### config.mk
export PLATFORM = sky130hd
export DESIGN_NAME = unordered_list_swap_remove
export DESIGN_NICKNAME = d
export VERILOG_FILES = /design/src/rtl/core/ulsr_pkg.sv /design/src/rtl/core/unordered_list_swap_remove.sv
export SDC_FILE = /design/constraint.sdc
export NUM_CORES = 2
export LEC_CHECK = 0
export BUFFER_PORTS_ARGS = -buffer_cell sky130_fd_sc_hd__buf_4
export CORE_ASPECT_RATIO = 1.4
export CORE_UTILIZATION = 35
export CTS_CLUSTER_SIZE = 28
export DETAILED_ROUTE_END_ITERATION = 8
export PLACE_DENSITY = 0.54
export SLEW_MARGIN = 20
export SYNTH_ARGS = -nofsm -noshare
export SYNTH_HDL_FRONTEND = slang
export SYNTH_SLANG_ARGS = --single-unit
### constraint.sdc
create_clock -name aclk -period 7 [get_ports aclk]
set_clock_uncertainty 0.1 [all_clocks]
set_input_delay 1.75 -clock aclk [delete_from_list [all_inputs] [get_ports aclk]]
set_output_delay 1.75 -clock aclk [all_outputs]
set_load 0.03 [all_outputs]
### src/rtl/core/ulsr_pkg.sv
// Package for the unordered list with swap-remove.
// Holds the item structs and the mode codes; no dependencies.
package ulsr_pkg;

    localparam logic [1:0] MODE_APPEND     = 2'd0;
    localparam logic [1:0] MODE_REMOVE_ONE = 2'd1;
    localparam logic [1:0] MODE_REMOVE_ALL = 2'd2;

    typedef struct packed {
        logic [1:0]         mode;
        logic signed [31:0] item_value;
    } ulsr_in_t;

    typedef struct packed {
        logic       accepted;
        logic [6:0] removed_count;
        logic [6:0] entries_held;
    } ulsr_out_t;

endpackage

### src/rtl/core/unordered_list_swap_remove.sv
// Unordered list of signed 32-bit values with append and swap-remove, held in
// one two-read, one-write synchronous memory of CAPACITY entries. The result of an
// append, an unused mode or a removal from an empty list is registered from the
// finish state, which the item enters when it is accepted. A removal makes one
// comparison per cycle from the lowest position, comparing the entry read through
// one memory port while the last entry arrives on the other; a match overwrites the
// entry with the last one. A remove-one stops at the first match, so it makes match
// position + 1 comparisons, or as many as entries held when nothing matches. A
// remove-all checks the same position again after a match, so every kept entry
// fails once and every removed entry matches once: exactly as many comparisons as
// entries held. Its result is registered from the finish state, entered after the
// last comparison; the block returns to idle, where the next item is taken, as the
// result rises. One item is in work at a time; a new item is taken while the
// previous result still waits in the output register, and a second finished
// result holds the input until the receiver takes the first. Depends on ulsr_pkg.
module unordered_list_swap_remove
    import ulsr_pkg::*;
#(
    parameter int CAPACITY = 64
) (
    input  logic      aclk,
    input  logic      aresetn,
    input  logic      s_valid,
    output logic      s_ready,
    input  ulsr_in_t  s_data,
    output logic      m_valid,
    input  logic      m_ready,
    output ulsr_out_t m_data
);

    localparam int CW = $clog2(CAPACITY + 1);
    localparam int AW = (CAPACITY > 1) ? $clog2(CAPACITY) : 1;
    localparam logic [CW-1:0] CAP_W = CW'(CAPACITY);
    localparam logic [CW-1:0] ONE_W = CW'(1);

    typedef enum logic [2:0] {
        ST_IDLE = 3'b001,
        ST_SCAN = 3'b010,
        ST_FIN  = 3'b100
    } state_t;

    logic [31:0] mem [0:CAPACITY-1];

    state_t      state_reg, state_next;
    logic [CW-1:0] count_reg, count_next;
    logic [CW-1:0] removed_reg, removed_next;
    logic [AW-1:0] idx_reg, idx_next;
    logic [31:0] value_reg, value_next;
    logic        all_reg, all_next;
    logic        acc_reg, acc_next;
    logic [31:0] hold_reg, hold_next;
    logic        a_hold_reg, a_hold_next;
    logic        b_hold_reg, b_hold_next;
    logic        m_valid_reg;
    ulsr_out_t   m_data_reg;

    logic [31:0] rd_a_reg, rd_b_reg;
    logic [AW-1:0] raddr_a, raddr_b, waddr;
    logic [31:0] wdata;
    logic        we;

    logic [31:0]   cur_data, last_data;
    logic          match;
    logic [CW-1:0] idx_ext, idx_plus, count_less;
    logic          out_free;

    assign s_ready  = (state_reg == ST_IDLE);
    assign m_valid  = m_valid_reg;
    assign m_data   = m_data_reg;
    assign out_free = !m_valid_reg || m_ready;

    assign cur_data   = a_hold_reg ? hold_reg : rd_a_reg;
    assign last_data  = b_hold_reg ? hold_reg : rd_b_reg;
    assign match      = (cur_data == value_reg);
    assign idx_ext    = CW'(idx_reg);
    assign idx_plus   = idx_ext + ONE_W;
    assign count_less = count_reg - ONE_W;

    always_comb begin
        state_next   = state_reg;
        count_next   = count_reg;
        removed_next = removed_reg;
        idx_next     = idx_reg;
        value_next   = value_reg;
        all_next     = all_reg;
        acc_next     = acc_reg;
        hold_next    = hold_reg;
        a_hold_next  = a_hold_reg;
        b_hold_next  = b_hold_reg;
        we           = 1'b0;
        waddr        = count_reg[AW-1:0];
        wdata        = s_data.item_value;
        unique case (state_reg)
            ST_IDLE: begin
                if (s_valid) begin
                    value_next   = s_data.item_value;
                    all_next     = (s_data.mode == MODE_REMOVE_ALL);
                    removed_next = '0;
                    acc_next     = 1'b0;
                    idx_next     = '0;
                    a_hold_next  = 1'b0;
                    b_hold_next  = 1'b0;
                    state_next   = ST_FIN;
                    if (s_data.mode == MODE_APPEND) begin
                        if (count_reg < CAP_W) begin
                            we         = 1'b1;
                            count_next = count_reg + ONE_W;
                            acc_next   = 1'b1;
                        end
                    end else if (s_data.mode == MODE_REMOVE_ONE ||
                                 s_data.mode == MODE_REMOVE_ALL) begin
                        if (count_reg != '0) begin
                            state_next = ST_SCAN;
                        end
                    end
                end
            end
            ST_SCAN: begin
                if (match) begin
                    we           = 1'b1;
                    waddr        = idx_reg;
                    wdata        = last_data;
                    count_next   = count_less;
                    removed_next = removed_reg + ONE_W;
                    hold_next    = last_data;
                    a_hold_next  = 1'b1;
                    b_hold_next  = (idx_ext == count_less - ONE_W);
                    if (!all_reg || idx_ext >= count_less) begin
                        acc_next   = 1'b1;
                        state_next = ST_FIN;
                    end
                end else begin
                    a_hold_next = 1'b0;
                    b_hold_next = 1'b0;
                    if (idx_plus >= count_reg) begin
                        acc_next   = (removed_reg != '0);
                        state_next = ST_FIN;
                    end else begin
                        idx_next = idx_plus[AW-1:0];
                    end
                end
            end
            ST_FIN: begin
                if (out_free) begin
                    state_next = ST_IDLE;
                end
            end
            default: begin
                state_next = ST_IDLE;
            end
        endcase
    end

    assign raddr_a = idx_next;
    assign raddr_b = AW'(count_next - ONE_W);

    always_ff @(posedge aclk) begin
        if (we) begin
            mem[waddr] <= wdata;
        end
        rd_a_reg <= mem[raddr_a];
        rd_b_reg <= mem[raddr_b];
    end

    always_ff @(posedge aclk) begin
        if (!aresetn) begin
            state_reg   <= ST_IDLE;
            count_reg   <= '0;
            m_valid_reg <= 1'b0;
        end else begin
            state_reg <= state_next;
            count_reg <= count_next;
            if (state_reg == ST_FIN && out_free) begin
                m_valid_reg <= 1'b1;
            end else if (m_ready) begin
                m_valid_reg <= 1'b0;
            end
        end
    end

    always_ff @(posedge aclk) begin
        removed_reg <= removed_next;
        idx_reg     <= idx_next;
        value_reg   <= value_next;
        all_reg     <= all_next;
        acc_reg     <= acc_next;
        hold_reg    <= hold_next;
        a_hold_reg  <= a_hold_next;
        b_hold_reg  <= b_hold_next;
        if (state_reg == ST_FIN && out_free) begin
            m_data_reg.accepted      <= acc_reg;
            m_data_reg.removed_count <= 7'(removed_reg);
            m_data_reg.entries_held  <= 7'(count_reg);
        end
    end

    assert property (@(posedge aclk) disable iff (!aresetn)
        count_reg <= CAP_W)
        else $error("entry count above capacity");

    assert property (@(posedge aclk) disable iff (!aresetn)
        state_reg == ST_SCAN |-> idx_ext < count_reg)
        else $error("scan position beyond entry count");

    assert property (@(posedge aclk) disable iff (!aresetn)
        state_reg == ST_SCAN && we |=> count_reg == $past(count_reg) - ONE_W)
        else $error("removal did not shrink the list");

    assert property (@(posedge aclk) disable iff (!aresetn)
        we |-> state_reg != ST_FIN)
        else $error("memory write while a result is pending");

    assert property (@(posedge aclk) disable iff (!aresetn)
        state_reg == ST_FIN && out_free |=> m_valid_reg && state_reg == ST_IDLE)
        else $error("result not presented");

endmodule

Word level (Yosys, flattened, before mapping)
Memory sizes are Yosys's and may differ from the RTL's. A register that Yosys moved wholly into a read port is not among the register bits.
Cells that the tools add are included.
{ "word_totals": {"elab_cells": 98, "memories": 1, "register_bits": 107, "ram_bits": 2048, "inputBits": 38} }
{ "memory_table": {"columns": ["memory", "words", "width", "read_ports", "rd_ports_with_merged_regs", "write_ports", "line_no", "source"], "rows": [
  ["mem", 64, 32, 2, 2, 1, "unordered_list_swap_remove.sv:42", "logic [31:0] mem [0:CAPACITY-1];"]
]} }
{ "classes": {"magnitude_cmp": 3, "n_addsub": 6, "reduce_logical": 17, "mux": 45, "eq_ne": 12} }
{ "ops": {"columns": ["cell", "n"], "rows": [
  ["32-bit two-way mux", 4],
  ["7-bit two-way mux", 6],
  ["32-bit equality test", 1],
  ["6-bit two-way mux", 5],
  ["7-bit one-hot mux with 2 select lines", 2],
  ["3-bit two-way mux", 8],
  ["7-bit by 1-bit adder with 7-bit output, second input constant", 2],
  ["1-bit two-way mux", 14],
  ["7-bit nonzero test", 2],
  ["7-bit by 1-bit subtractor with 7-bit output, second input constant", 2],
  ["6-bit one-hot mux with 2 select lines", 1],
  ["3-bit one-hot mux with 3 select lines", 1],
  ["1-bit one-hot mux with 2 select lines", 4],
  ["4-bit AND reduction", 2],
  ["6-bit by 1-bit adder with 7-bit output, second input constant", 1],
  ["6-bit by 7-bit equality test with 1-bit output", 1],
  ["6-bit by 7-bit >= comparator with 1-bit output", 1],
  ["7-bit >= comparator", 1],
  ["7-bit less-than comparator, second input constant", 1],
  ["2-bit != test, second input constant", 3],
  ["3-bit != test, second input constant", 2],
  ["2-bit AND reduction", 3],
  ["6-bit by 1-bit subtractor with 6-bit output, second input constant", 1],
  ["2-bit nonzero test", 2],
  ["10 further kinds", 13]
]} }

Logic depth before layout (Yosys ltp)
{ "logic_depth": {"word_depth": 7, "ltp_mapped": 24, "depth_no_buf": 16} }

Worst setup path before layout
No wires, ideal clock.
{ "synth_path": {"path_kind": "input port to flip-flop", "startpoint": "input port s_valid", "endpoint": "register rd_b_reg[21] (read register of mem)", "setup_ns": 0.138, "arrival_ns": 6.303, "t_required_ns": 6.762, "path_buffers": 9, "setup_slack_ns": 0.459, "path_stages": 20, "path_cell_list": "nand4bb_1 > clkbuf_1 > inv_1 > nand3_1 > o31ai_2 > xnor2_1 > inv_2 > buf_4 > buf_2 > buf_2 > buf_2 > ha_1 > clkbuf_1 > clkbuf_1 > clkbuf_1 > clkbuf_1 > a31oi_1 > mux4_2 > a22oi_1 > o221ai_1"} }
{ "synth_between": {"elab_chain_cells": 3} }
{ "synth_lines": {"columns": ["item", "line_no", "source"], "rows": [
  ["start, declared", "unordered_list_swap_remove.sv:23", "input logic s_valid,"],
  ["7-bit two-way mux", "unordered_list_swap_remove.sv:95", "if (s_valid) begin"],
  ["7-bit one-hot mux with 2 select lines", "unordered_list_swap_remove.sv:93", "unique case (state_reg)"],
  ["6-bit by 1-bit subtractor with 6-bit output", "unordered_list_swap_remove.sv:155", "assign raddr_b = AW'(count_next - ONE_W);"],
  ["end, declared", "unordered_list_swap_remove.sv:57", "logic [31:0] rd_a_reg, rd_b_reg;"]
]} }
No other way between the ends.
A chain may end at the register's enable or synchronous reset.

Final worst setup path
{ "layout_path": {"startpoint": "register a_hold_reg", "endpoint": "register rd_a_reg[7] (read register of mem)"} }
{ "layout_between": {"elab_chain_cells": 4} }
{ "layout_lines": {"columns": ["item", "line_no", "source"], "rows": [
  ["start, declared", "unordered_list_swap_remove.sv:52", "logic a_hold_reg, a_hold_next;"],
  ["start signal, assigned", "unordered_list_swap_remove.sv:188", "a_hold_reg <= a_hold_next;"],
  ["32-bit two-way mux", "unordered_list_swap_remove.sv:72", "assign cur_data = a_hold_reg ? hold_reg : rd_a_reg;"],
  ["32-bit equality test", "unordered_list_swap_remove.sv:74", "assign match = (cur_data == value_reg);"],
  ["6-bit two-way mux", "unordered_list_swap_remove.sv:119", "if (match) begin"],
  ["6-bit one-hot mux with 2 select lines", "unordered_list_swap_remove.sv:93", null],
  ["end, declared", "unordered_list_swap_remove.sv:57", null]
]} }
No other way between the ends.

==> results.py <==
metrics = {
    "power_and_ir_drop": {
        "p_clk_share_pct": 40.0,
        "pwr-share-comb_pct": 10.6,
        "peakVddDrop_uv": 213.9,
        "p_int_uw": 22520,
        "pwr-share-seq_pct": 49.4,
        "p_leak_uw": 0.03926,
        "power_switching_uw": 7381,
        "power.density_nw_per_um2": 246.0,
        "power_switching_share_pct": 24.68,
    },
    "global_route": {
        "grt_pass1_vias": 77270,
        "grt_overflow": 0,
        "antenna_found_initial": 21,
        "grt_max_degree": 134,
        "gr-usage-all-layers_pct": 26.71,
        "grt_pass1_wl_um": 579800,
    },
    "worst_setup_path": {
        "cp.required_ns": 7.75,
        "worstPathMaxFanout": 27,
        "crit_type": "reg -> reg",
        "start_kind": "flop",
        "path_cells": "buf_12 -> mux2i_1 -> xnor2_1 -> nor4_1 -> buf_4 -> and4_2 -> buf_4 -> nand2_2 -> and3_1 -> mux2_2 -> clkinv_2 -> nor4_4 -> buf_4 -> a22o_1 -> a221oi_1 -> o211ai_1 -> or3_1",
        "slowest_stage": "nor4_4",
        "reg2reg_to": "rd_a_reg[7]",
        "r2r-start": "a_hold_reg",
        "endpoint_kind": "flop",
        "r2r_setup_slack_ns": 0.45,
        "max_stage_delay_ns": 0.99,
        "cp_common_cell": "buf_4",
        "arrival_ns": 7.30,
        "reg2regPathDepth": 17,
    },
    "layout": {
        "drive_gt1_share_pct": 16.90,
        "fill_cells": 27400,
        "regMostFlops": "mem",
        "largest_reg_flops": 2048,
        "area_growth_pct": 14.86,
        "fin_util_pct": 40.45,
        "final_net_count": 8361,
    },
    "logic_synthesis": {
        "synthDominantCellAreaShare_pct": 60.68,
        "ys_async_sr_fraction_pct": 0,
        "synth-seq-cells": 2219,
        "synth_most_common_cell": "edfxtp_1",
        "synth_flop_cell": "edfxtp_1",
        "netlist_top_cells_count": "edfxtp_1 (2138), nand2_1 (1831), a211oi_1 (605)",
        "synth_area_per_cell_um2": 12.80,
        "synth.cell_area_um2": 105800,
        "yosysUniqueCellTypes": 80,
        "synthCells": 8264,
        "synth_edf_count": 2138,
        "netlist_top_cells_area": "edfxtp_1 (61%), mux4_2 (7.5%), nand2_1 (6.5%)",
        "syn_nets": 8327,
        "ys_warn_count": 0,
        "yosysSeqAreaShare_pct": 62.21,
        "yosys.area.top_type": "edfxtp_1",
    },
    "timing": {
        "setup_violations": 0,
        "tns_ns": 0,
        "rsz0062_at_grt": "false",
        "hold_violations": 0,
        "drv_slew": 0,
        "fin_crit_sh_pct": 93.55,
        "slew_headroom_pct": 24.75,
        "max_clock_freq_mhz": 152.7,
        "worstMarginPinSlew_ns": 1.125,
        "period_needed_ns": 6.548,
    },
    "hold_path": {
        "hold_start": "acc_reg",
        "holdPathEnd": "m_data[14]",
        "worstHoldPathCells": 0,
        "hp-class": "reg -> reg",
    },
    "route": {
        "drt_wl_total_um": 416300,
        "drt_iter0_drc": 9533,
        "vias": 77820,
        "drc": 0,
        "via_per_inst": 6.258,
        "final_antenna_net_count": 0,
        "firstDrtPassIters": 8,
        "wire_per_inst_um": 33.48,
    },
    "clocking": {
        "cts_root_buffer": "clkbuf_16",
        "cts_tree": "done",
        "clk_path_buf_depth": 4,
        "cts-resized-gates": 0,
        "clk_latency_ns": 0.91,
        "cts_setup_buffers": 0,
        "hold_buffers": 0,
        "clk_pin_slew_ns": 0.08,
        "cts_inserted_buffers": 210,
        "clock_sinks": 2219,
        "htreeDepth": 4,
    },
    "status": {
        "status": "finished clean",
    },
    "die": {
        "io_pins": 55,
        "fp.coreArea_um2": 300500,
        "die-area_um2": 304500,
        "start_util_pct": 35.21,
        "die_w_um": 466.7,
        "die_h_um": 652.6,
        "placementRows": 238,
    },
    "place": {
        "io_buffers": 54,
        "hpwl_um": 247600,
        "gp_congestion": 0.9344,
    },
    "flow_run": {
        "maxCapViolations": 0,
    },
}
==> area by class of cell <==
class | count | area [um2] | area share [%]
sequential | 2219 | 65820 | 54.16
multi-input combinational | 5293 | 37520 | 30.87
timing repair buffer | 538 | 6091 | 5.012
clock buffer | 273 | 5663 | 4.660
tap | 3960 | 4955 | 4.077
clock inverter | 112 | 1305 | 1.074
inverter | 36 | 165.2 | 0.1359
antenna | 4 | 10.01 | 0.008236
==> kinds of logic (layout without fill, tap and decap cells) <==
| logic type | count (synthesis) | after routing | share of synthesized area [%] |
|---|---|---|---|
| and+or+nand+nor | 2856 | 2856 | 12.14 |
| buffers and inverters | 752 | 959 | 3.134 |
| DFF | 2219 | 2219 | 62.21 |
| xor gates and xnor gates | 62 | 62 | 0.5605 |
| AOI/OAI and AO/OA | 1814 | 1814 | 12.36 |
| adders and majority gates | 25 | 25 | 0.2956 |
| muxes | 536 | 536 | 9.292 |
| other | 0 | 4 | 0 |
==> critical path, delay by kind of cell (launching register included) <==
family | cells | cell delay, ns
multiplexers | 2 | 0.87
flip-flops | 1 | 0.38
buffers and inverters | 5 | 1.59
AO/OA/AOI/OAI | 3 | 0.80
XOR/XNOR | 1 | 0.25
AND/OR/NAND/NOR | 6 | 2.36
==> power groups by stage <==
stage | logic [uW] | registers, uW | clock network (uW)
finish | 3170 | 14800 | 12000
global route | 3310 | 14800 | 12500
CTS | 3110 | 14800 | 12100
detailed placement | 3100 | 15100 | 0
global placement | 3080 | 15100 | 0
floorplan | 1830 | 15000 | 0
==> cell usage in the layout, fill, tap and decap left out, types with 31 or more instances in the layout <==
cell type  synthesis  final
a211oi_1         605    604
a21oi_1           75     74
a22o_1            31     31
a22oi_1          109    109
a311oi_1         147    147
a31oi_1          556    552
a32oi_1           57     57
and2_1           300    299
and3_1           328    328
buf_12             1    164
buf_4             29    374
clkbuf_1         460     47
clkbuf_16          0    211
clkinv_2           1     40
dfxtp_1           81     81
edfxtp_1        2138   2138
mux2_2            50     50
mux2i_1          134    134
mux4_2           352    352
nand2_1         1831   1797
nand3_1          152    150
nor2_1           123     59
nor2_4             0     64
o211ai_1          36     36
o21ai_0           46     46
or3_1             34     33
xnor2_1           51     48
==> through the flow <==
stage          setup slack, ns  instances  hold slack (ns)  cell area, um2  power, uW
4_1_cts                 0.5725      12430           0.3464          121500      29950
3_5_place_dp            0.6325      12050           0.3117          114500      18160
3_3_place_gp            0.5896      12050           0.3303          114500      18150
6_report                0.4518      12440           0.3397          121500      29900
2_1_floorplan           0.4590       8264           0.3003          105800      16820
5_1_grt                 0.3724      12430           0.3601          121500      30560
==> per-layer routing <==
metal | track usage, % | part of all wire [%] | up-vias
met5 | 0 | 0.012 | -
met3 | 4.110 | 8.2 | 1275
li1 | - | - | 32220
met4 | 20.03 | 8.8 | 8
met1 | 31.26 | 35 | 39850
met2 | 44.24 | 48 | 4475
==> worst max path at each step <==
stage               start      endpoint  slack [ns]  cells after the start
2_1_floorplan     s_valid  rd_b_reg[21]        0.46                     20
3_3_place_gp   a_hold_reg  rd_a_reg[25]        0.59                     17
4_1_cts        a_hold_reg  rd_a_reg[25]        0.57                     17
5_1_grt        a_hold_reg   rd_a_reg[4]        0.37                     20
6_report       a_hold_reg   rd_a_reg[7]        0.45                     17
3_5_place_dp   a_hold_reg  rd_a_reg[25]        0.63                     17
(Power assumes the default switching activity.)
